$ cat src/rtl/efr_pkg.sv
// types and constants of the escaped frame receiver
// no dependencies
`timescale 1ns / 1ps

package efr_pkg;

   localparam int BYTE_W        = 8;
   localparam int PAYLOAD_DEPTH = 256;
   localparam int ADDR_W        = $clog2(PAYLOAD_DEPTH);
   localparam int CSR_INDEX_W   = 1;

   localparam logic [BYTE_W-1:0] MIN_FRAME_LENGTH = 8'd4;
   localparam logic [BYTE_W-1:0] MARK_RESET       = 8'd255;
   localparam logic [BYTE_W-1:0] ESCAPE_RESET     = 8'd238;

   localparam logic [CSR_INDEX_W-1:0] CSR_MARK   = 1'b0;
   localparam logic [CSR_INDEX_W-1:0] CSR_ESCAPE = 1'b1;

   typedef enum logic [2:0] {
      PH_HEAD   = 3'd0,
      PH_LENGTH = 3'd1,
      PH_PROP   = 3'd2,
      PH_DATA   = 3'd3,
      PH_TAIL   = 3'd4
   } phase_type;

endpackage

$ cat src/rtl/efr_ram.sv
// generic single-write, single-read memory with registered read data
// no dependencies
`timescale 1ns / 1ps

module efr_ram #(
   parameter  int WIDTH  = 8,
   parameter  int DEPTH  = 256,
   localparam int ADDR_W = $clog2(DEPTH)
) (
   input  logic              clock,
   input  logic              wr_en,
   input  logic [ADDR_W-1:0] wr_addr,
   input  logic [WIDTH-1:0]  wr_data,
   input  logic              rd_en,
   input  logic [ADDR_W-1:0] rd_addr,
   output logic [WIDTH-1:0]  rd_data
);

   logic [WIDTH-1:0] mem_ff [DEPTH];
   logic [WIDTH-1:0] rd_data_ff;

   always_ff @(posedge clock) begin
      if (wr_en) begin
         mem_ff[wr_addr] <= wr_data;
      end
      if (rd_en) begin
         rd_data_ff <= mem_ff[rd_addr];
      end
   end

   assign rd_data = rd_data_ff;

endmodule

$ cat src/rtl/escaped_frame_receiver_top.sv
// top level of the escaped frame receiver: frame parser, payload memory, output stage
// depends on efr_pkg and efr_ram
`timescale 1ns / 1ps

// Takes one transaction per clock: either a received serial byte or a read of a stored
// payload byte. Bytes are parsed as mark, length, property, payload, mark; escape bytes
// before payload marks are dropped, and each frame closed by a mark gives one notice
// with its property and payload count. A read reply or notice passes the middle stage
// and leaves the block from an output register. The parser updates its small state
// once per accepted byte, and the payload memory is used by at most one transaction
// per cycle (a write for a payload byte, a read for a read transaction), so sustained
// rate is one transaction per cycle while no result is held. The request side stalls
// only while a result waits in the middle stage and the output register is held. The
// payload memory needs no clearing after reset; reading a never-written entry gives
// arbitrary data.
module escaped_frame_receiver_top (
   input  logic                            clock,
   input  logic                            reset,
   input  logic                            req_valid,
   output logic                            req_stall,
   input  logic                            req_action,
   input  logic [efr_pkg::BYTE_W-1:0]      req_rx_byte,
   input  logic [efr_pkg::BYTE_W-1:0]      req_read_index,
   output logic                            rsp_valid,
   input  logic                            rsp_stall,
   output logic                            rsp_is_read_reply,
   output logic [efr_pkg::BYTE_W-1:0]      rsp_frame_property,
   output logic [efr_pkg::BYTE_W-1:0]      rsp_payload_count,
   output logic [efr_pkg::BYTE_W-1:0]      rsp_read_data,
   input  logic                            csr_valid,
   output logic                            csr_ready,
   input  logic [efr_pkg::CSR_INDEX_W-1:0] csr_index,
   input  logic [efr_pkg::BYTE_W-1:0]      csr_wdata
);

   // configuration
   logic [efr_pkg::BYTE_W-1:0] mark_ff;
   logic [efr_pkg::BYTE_W-1:0] escape_ff;

   // parser state
   efr_pkg::phase_type         phase_ff, phase_in, eff_phase;
   logic [efr_pkg::BYTE_W-1:0] prev_ff;
   logic [efr_pkg::BYTE_W-1:0] rem_ff, rem_in, rem_dec;
   logic [efr_pkg::BYTE_W-1:0] cnt_ff, cnt_in, cnt_adj;
   logic [efr_pkg::BYTE_W-1:0] prop_ff, prop_in;

   logic is_mark, mark_seen, restart, unescape, short_len;
   logic notice, wr_req, wr_in_range;

   // handshake
   logic out_free, req_accept, byte_accept, read_accept;

   // middle stage
   logic                       s1_valid_ff, s1_valid_in;
   logic                       s1_is_read_ff;
   logic                       s1_in_range_ff;
   logic [efr_pkg::BYTE_W-1:0] s1_prop_ff;
   logic [efr_pkg::BYTE_W-1:0] s1_cnt_ff;

   // output stage
   logic                       rsp_valid_ff;
   logic                       rsp_is_read_ff;
   logic [efr_pkg::BYTE_W-1:0] rsp_prop_ff, rsp_cnt_ff, rsp_data_ff;

   logic [efr_pkg::BYTE_W-1:0] ram_rd_data;

   assign out_free    = !rsp_valid_ff || !rsp_stall;
   assign req_stall   = s1_valid_ff && !out_free;
   assign req_accept  = req_valid && !req_stall;
   assign byte_accept = req_accept && !req_action;
   assign read_accept = req_accept && req_action;
   assign csr_ready   = 1'b1;

   always_ff @(posedge clock) begin
      if (reset) begin
         mark_ff   <= efr_pkg::MARK_RESET;
         escape_ff <= efr_pkg::ESCAPE_RESET;
      end else if (csr_valid && csr_ready) begin
         unique case (csr_index)
            efr_pkg::CSR_MARK:   mark_ff   <= csr_wdata;
            efr_pkg::CSR_ESCAPE: escape_ff <= csr_wdata;
         endcase
      end
   end

   // next state of the parser
   always_comb begin
      is_mark   = req_rx_byte == mark_ff;
      mark_seen = is_mark && (phase_ff != efr_pkg::PH_TAIL);
      restart   = mark_seen && (prev_ff != escape_ff);
      unescape  = mark_seen && (prev_ff == escape_ff);
      eff_phase = restart ? efr_pkg::PH_HEAD : phase_ff;
      short_len = req_rx_byte < efr_pkg::MIN_FRAME_LENGTH;
      rem_dec   = rem_ff - 8'd1;
      phase_in  = phase_ff;
      unique case (eff_phase)
         efr_pkg::PH_HEAD:   phase_in = efr_pkg::PH_LENGTH;
         efr_pkg::PH_LENGTH: phase_in = short_len ? efr_pkg::PH_HEAD : efr_pkg::PH_PROP;
         efr_pkg::PH_PROP: begin
            phase_in = (rem_ff == efr_pkg::MIN_FRAME_LENGTH) ? efr_pkg::PH_TAIL
                                                              : efr_pkg::PH_DATA;
         end
         efr_pkg::PH_DATA: begin
            phase_in = (rem_dec == efr_pkg::MIN_FRAME_LENGTH) ? efr_pkg::PH_TAIL
                                                               : efr_pkg::PH_DATA;
         end
         efr_pkg::PH_TAIL:   phase_in = efr_pkg::PH_HEAD;
         default:            phase_in = phase_ff;
      endcase
   end

   // parser outputs and data updates
   always_comb begin
      cnt_adj     = (unescape && (cnt_ff != '0)) ? cnt_ff - 8'd1 : cnt_ff;
      wr_in_range = (9'(cnt_adj) < 9'(efr_pkg::PAYLOAD_DEPTH));
      cnt_in      = cnt_adj;
      rem_in      = rem_ff;
      prop_in     = prop_ff;
      wr_req      = 1'b0;
      notice      = 1'b0;
      unique case (eff_phase)
         efr_pkg::PH_HEAD: begin
         end
         efr_pkg::PH_LENGTH: begin
            if (!short_len) begin
               rem_in = req_rx_byte;
               cnt_in = '0;
            end
         end
         efr_pkg::PH_PROP: begin
            prop_in = req_rx_byte;
         end
         efr_pkg::PH_DATA: begin
            rem_in = rem_dec;
            wr_req = wr_in_range;
            cnt_in = cnt_adj + 8'd1;
         end
         efr_pkg::PH_TAIL: begin
            notice = is_mark;
         end
         default: begin
         end
      endcase
   end

   always_ff @(posedge clock) begin
      if (reset) begin
         phase_ff <= efr_pkg::PH_HEAD;
         prev_ff  <= '0;
         rem_ff   <= '0;
         cnt_ff   <= '0;
         prop_ff  <= '0;
      end else if (byte_accept) begin
         phase_ff <= phase_in;
         prev_ff  <= req_rx_byte;
         rem_ff   <= rem_in;
         cnt_ff   <= cnt_in;
         prop_ff  <= prop_in;
      end
   end

   efr_ram #(
      .WIDTH (efr_pkg::BYTE_W),
      .DEPTH (efr_pkg::PAYLOAD_DEPTH)
   ) u_payload_ram (
      .clock   (clock),
      .wr_en   (byte_accept && wr_req),
      .wr_addr (cnt_adj[efr_pkg::ADDR_W-1:0]),
      .wr_data (req_rx_byte),
      .rd_en   (read_accept),
      .rd_addr (req_read_index[efr_pkg::ADDR_W-1:0]),
      .rd_data (ram_rd_data)
   );

   // middle stage, aligned with the memory read
   assign s1_valid_in = read_accept || (byte_accept && notice);

   always_ff @(posedge clock) begin
      if (reset) begin
         s1_valid_ff <= 1'b0;
      end else if (!s1_valid_ff || out_free) begin
         s1_valid_ff <= s1_valid_in;
      end
   end

   always_ff @(posedge clock) begin
      if (req_accept) begin
         s1_is_read_ff  <= req_action;
         s1_in_range_ff <= (9'(req_read_index) < 9'(efr_pkg::PAYLOAD_DEPTH));
         s1_prop_ff     <= prop_ff;
         s1_cnt_ff      <= cnt_adj;
      end
   end

   // output register
   always_ff @(posedge clock) begin
      if (reset) begin
         rsp_valid_ff <= 1'b0;
      end else if (out_free) begin
         rsp_valid_ff <= s1_valid_ff;
      end
   end

   always_ff @(posedge clock) begin
      if (out_free && s1_valid_ff) begin
         rsp_is_read_ff <= s1_is_read_ff;
         rsp_prop_ff    <= s1_is_read_ff ? '0 : s1_prop_ff;
         rsp_cnt_ff     <= s1_is_read_ff ? '0 : s1_cnt_ff;
         rsp_data_ff    <= (s1_is_read_ff && s1_in_range_ff) ? ram_rd_data : '0;
      end
   end

   assign rsp_valid          = rsp_valid_ff;
   assign rsp_is_read_reply  = rsp_is_read_ff;
   assign rsp_frame_property = rsp_prop_ff;
   assign rsp_payload_count  = rsp_cnt_ff;
   assign rsp_read_data      = rsp_data_ff;

endmodule

$ cat config.mk
export PLATFORM = sky130hd
export DESIGN_NAME = escaped_frame_receiver_top
export DESIGN_NICKNAME = d
export VERILOG_FILES = /design/src/rtl/efr_pkg.sv /design/src/rtl/efr_ram.sv /design/src/rtl/escaped_frame_receiver_top.sv
export SDC_FILE = /design/constraint.sdc
export NUM_CORES = 2
export LEC_CHECK = 0
export ABC_CLOCK_PERIOD_IN_PS = 9300
export BUFFER_PORTS_ARGS = -buffer_cell sky130_fd_sc_hd__buf_4
export CORE_ASPECT_RATIO = 0.9
export CORE_MARGIN = 3
export CORE_UTILIZATION = 55
export CTS_CLUSTER_SIZE = 16
export DETAILED_ROUTE_END_ITERATION = 10
export PLACE_DENSITY = 0.71
export SLEW_MARGIN = 25
export SYNTH_ARGS = -nofsm -noshare
export SYNTH_HDL_FRONTEND = slang
export SYNTH_HIERARCHICAL = 1
export SYNTH_SLANG_ARGS = --single-unit
$ cat constraint.sdc
create_clock -name clock -period 9.3 [get_ports clock]
set_input_delay 1.395 -clock clock [delete_from_list [all_inputs] [get_ports clock]]
set_output_delay 1.395 -clock clock [all_outputs]
set_load 0.005 [all_outputs]
==> results by group <==
Routing
  – Final wirelength: approximately 210,000 µm
  – Residual DRC: 0
  – Initial drt markers: ~6,300
  – Antenna viol nets, final: 0
  – Drt first pass iters: 8
  – Via Count: about 43,000
  – Via density: slightly below 7
  – Routed WL per cell: 32.7 µm

Final layout
  – Final Non-Filler Cells: ~6,400
  – Fillers: 10,100
  – Share of layout cells above drive strength 1: about a fifth
  – Final nets: approximately 4,300
  – Fin util: between 60% and 70%
  – Area Overhead vs Synth: 10.4%

Status
  – Status: complete, no violations

Clock network
  – CTS sink cnt: ~2,200
  – Post-CTS Hold Fix Bufs: 0
  – Clock transition at path regs: 60 ps
  – Clock root buffer: clkbuf_16
  – Post-CTS Repair Setup Buffers: 0
  – CTS resizes: 0
  – CTS tree: done
  – H-tree depth: 4
  – Clk_lat worst skew: roughly 830 ps
  – Max clock buf depth: 3
  – CTS Buf Count: 195

Floorplan
  – Core Region: approximately 150,000 µm²
  – DIE AREA: 158,000 µm²
  – DIE HEIGHT: 377 µm
  – Starting Density: 55.7%
  – Rows: roughly 140
  – # IOs: 59
  – Die Width: 418 µm

STA
  – Unrepaired setup endpoints after global routing: false
  – Fin. Hold Viols: 0
  – Setup Skew: 26.1 ps
  – Tightest Pin Transition: between 1000 and 1500 ps
  – Rel. slew slack: between 20% and 30%
  – Min cycle time layout: just over 6000 ps
  – Pins Over Slew Limit: 0
  – Max Clock Freq: between 150 and 200 MHz
  – Final setup vio count: 0
  – Total negative slack: 0 ps
  – Tcrit/Tclk final: 66.7%

Pwr
  – Maximum vdd drop: approximately 0.18 mV
  – Final Power: 19.7 mW
  – Sw power: approximately 4.2 mW
  – Reg power frac: a little over half
  – PwrDens: roughly 210 nW/µm²
  – Switching share of power: a little over a fifth
  – Int Pwr: about 16 mW
  – Clock share of power: 41.0%
  – Comb pwr share: 4.8%
  – Leak: roughly 29 nW

Worst setup path
  – CP startpoint kind: input port
  – Worst path required time: approximately 9700 ps
  – Crit Path Max Fanout: 117
  – CP arrival: between 6000 and 7000 ps
  – Worst setup EP type: flop
  – Critical path class: input port to flop

Global route
  – Largest net degree at the start of global routing: between 150 and 200
  – Vias in the first global route: 42,000
  – Overall routing resource usage: a little over a quarter
  – First-pass GRT wire length: between 300,000 and 400,000 µm
  – Antenna violations before repair: 5
  – Total gr overflow: 0

Job
  – Max Cap Violations: 0

Placement
  – Gpl congestion: between 0.9 and 1
  – Detailed placement HPWL: approximately 130,000 µm
  – Cells after DPL: just over 6,000
  – Port buffer count: 57

Logic synthesis
  – Yosys reg bits: ~2,200
  – Top cell type's share of synthesized area: between 70% and 80%
  – Post-synthesis cell area: 84,100 µm²
  – Mapped Cells: between 4,000 and 5,000
  – Syn Nets: 4,213
  – Synth unique cells: 79
  – YS warnings: 6
  – Post-synth EDFFs: 2,098
  – Largest cells by area after synthesis: edfxtp_1 (75%), mux4_2 (12%), mux2i_1 (1.7%)
  – Most common flop cell mapped by yosys: edfxtp_1
  – Syn avg cell area: 20.1 µm²
  – Most frequent cell after synthesis: edfxtp_1
  – Seq/Total Area, Yosys: between 70 and 80%
  – Commonest cells in the netlist: edfxtp_1 (2,098), mux4_2 (454), nor2_1 (319)
  – Post-synthesis async set-or-reset flop share: 0%
  – Synth area leader: edfxtp_1

Min path
  – Worst hold-check path type: flop to flop
[placed cells by master (no fill, tap or decap), types with 12 or more instances in the layout]
cell type,n
a211oi_1,18
a21oi_1,126
o221ai_1,46
dfxtp_1,53
clkbuf_16,200
clkinvlp_4,20
nor3_1,34
nor2_1,316
clkbuf_1,29
buf_4,117
o21ai_0,19
mux2i_1,145
edfxtp_1,2098
clkinv_1,32
bufinv_16,21
nor4_1,21
clkinv_2,43
nand4_1,16
nor2b_1,53
mux4_2,454
a22oi_1,135
nand2_1,75
o22ai_1,28
a221oi_1,16
a211o_1,15
nand3_1,47
xnor2_1,15
inv_1,12
and2_1,14
[metal layers]
metal	share of wire, %	vias to the layer above	GRT usage [%]
met5	0.068	-	0.616
met4	3.2	4	8.63
met3	12	370	7.29
met2	45	2907	39.4
met1	40	22500	39.6
li1	-	17500	-
[logic make-up (layout without fill, tap and decap cells)]
kind of cell / count (synthesis) / after routing / share of synthesized area [%]
AOI/OAI and AO/OA: 472 / 472 / 3.93
buffers and inverters: 269 / 516 / 1.90
DFF: 2151 / 2151 / 76.1
other: 1 / 2 / 0.00446
xor gates and xnor gates: 25 / 25 / 0.283
adders and majority gates: 4 / 4 / 0.0595
muxes: 604 / 604 / 14.0
and+or+nand+nor: 652 / 652 / 3.70
[worst paths after layout]
path	startpoint	endpoint	slack, ps	depth (start not counted)
worst max register to register	prev_ff[0]	u_payload_ram/mem_ff[56][6]	3780	9
worst min register to register	prop_ff[1]	s1_prop_ff[1]	430	0
worst max-delay path	req_rx_byte[5]	u_payload_ram/mem_ff[56][6]	3100	10
worst min-delay path	prop_ff[1]	s1_prop_ff[1]	430	0
[flip-flops by register name, summed over array words and instances, names as in the netlist]
register / count
rsp_valid: 1
s1_prop_ff: 8
rsp_frame_property: 8
u_payload_ram/rd_data: 8
rsp_payload_count: 8
escape_ff: 8
rsp_read_data: 8
mark_ff: 8
rsp_is_read_reply: 1
rem_ff: 8
prev_ff: 8
s1_cnt_ff: 8
phase_ff: 3
cnt_ff: 8
s1_is_read_ff: 1
s1_valid_ff: 1
u_payload_ram/mem_ff: 2048
prop_ff: 8
[power by group through the flow]
stage	sequential, mW	clock [mW]	combinational, mW
finish	10.7	8.06	0.951
global route	10.7	8.57	0.999
CTS	10.7	8.17	0.942
detailed placement	10.9	0	0.940
global placement	10.9	0	0.930
floorplan	10.9	0	0.535
[critical path: stages]
cell	delay (ps)
buf_8	520
xnor2_1	200
nand4_1	230
and4bb_1	620
nand3_4	200
xnor2_1	820
nor2b_1	570
nand3_1	910
buf_4	550
nor2_1	540
[cell type report]
class	count	area, µm²	share of cell area, %
flip-flops and latches	2151	64100	69.0
inverters	13	48.8	0.0525
clock buffers	233	5170	5.57
multi-input cells	1758	18600	20.0
repair buffers	141	1270	1.37
diodes	1	2.50	0.00269
clock inverters	129	1280	1.38
well taps	1986	2480	2.68
[per-stage QoR]
| stage | hold WS [ps] | area [µm²] | setup WS (ps) |
|---|---|---|---|
| CTS | 433 | 92800 | 3160 |
| finish | 433 | 92900 | 3100 |
| global placement | 414 | 86300 | 2350 |
| floorplan | 408 | 84100 | 4910 |
| detailed placement | 415 | 86400 | 2280 |
| global route | 445 | 92900 | 2920 |
Power figures use the tool's default switching activity.
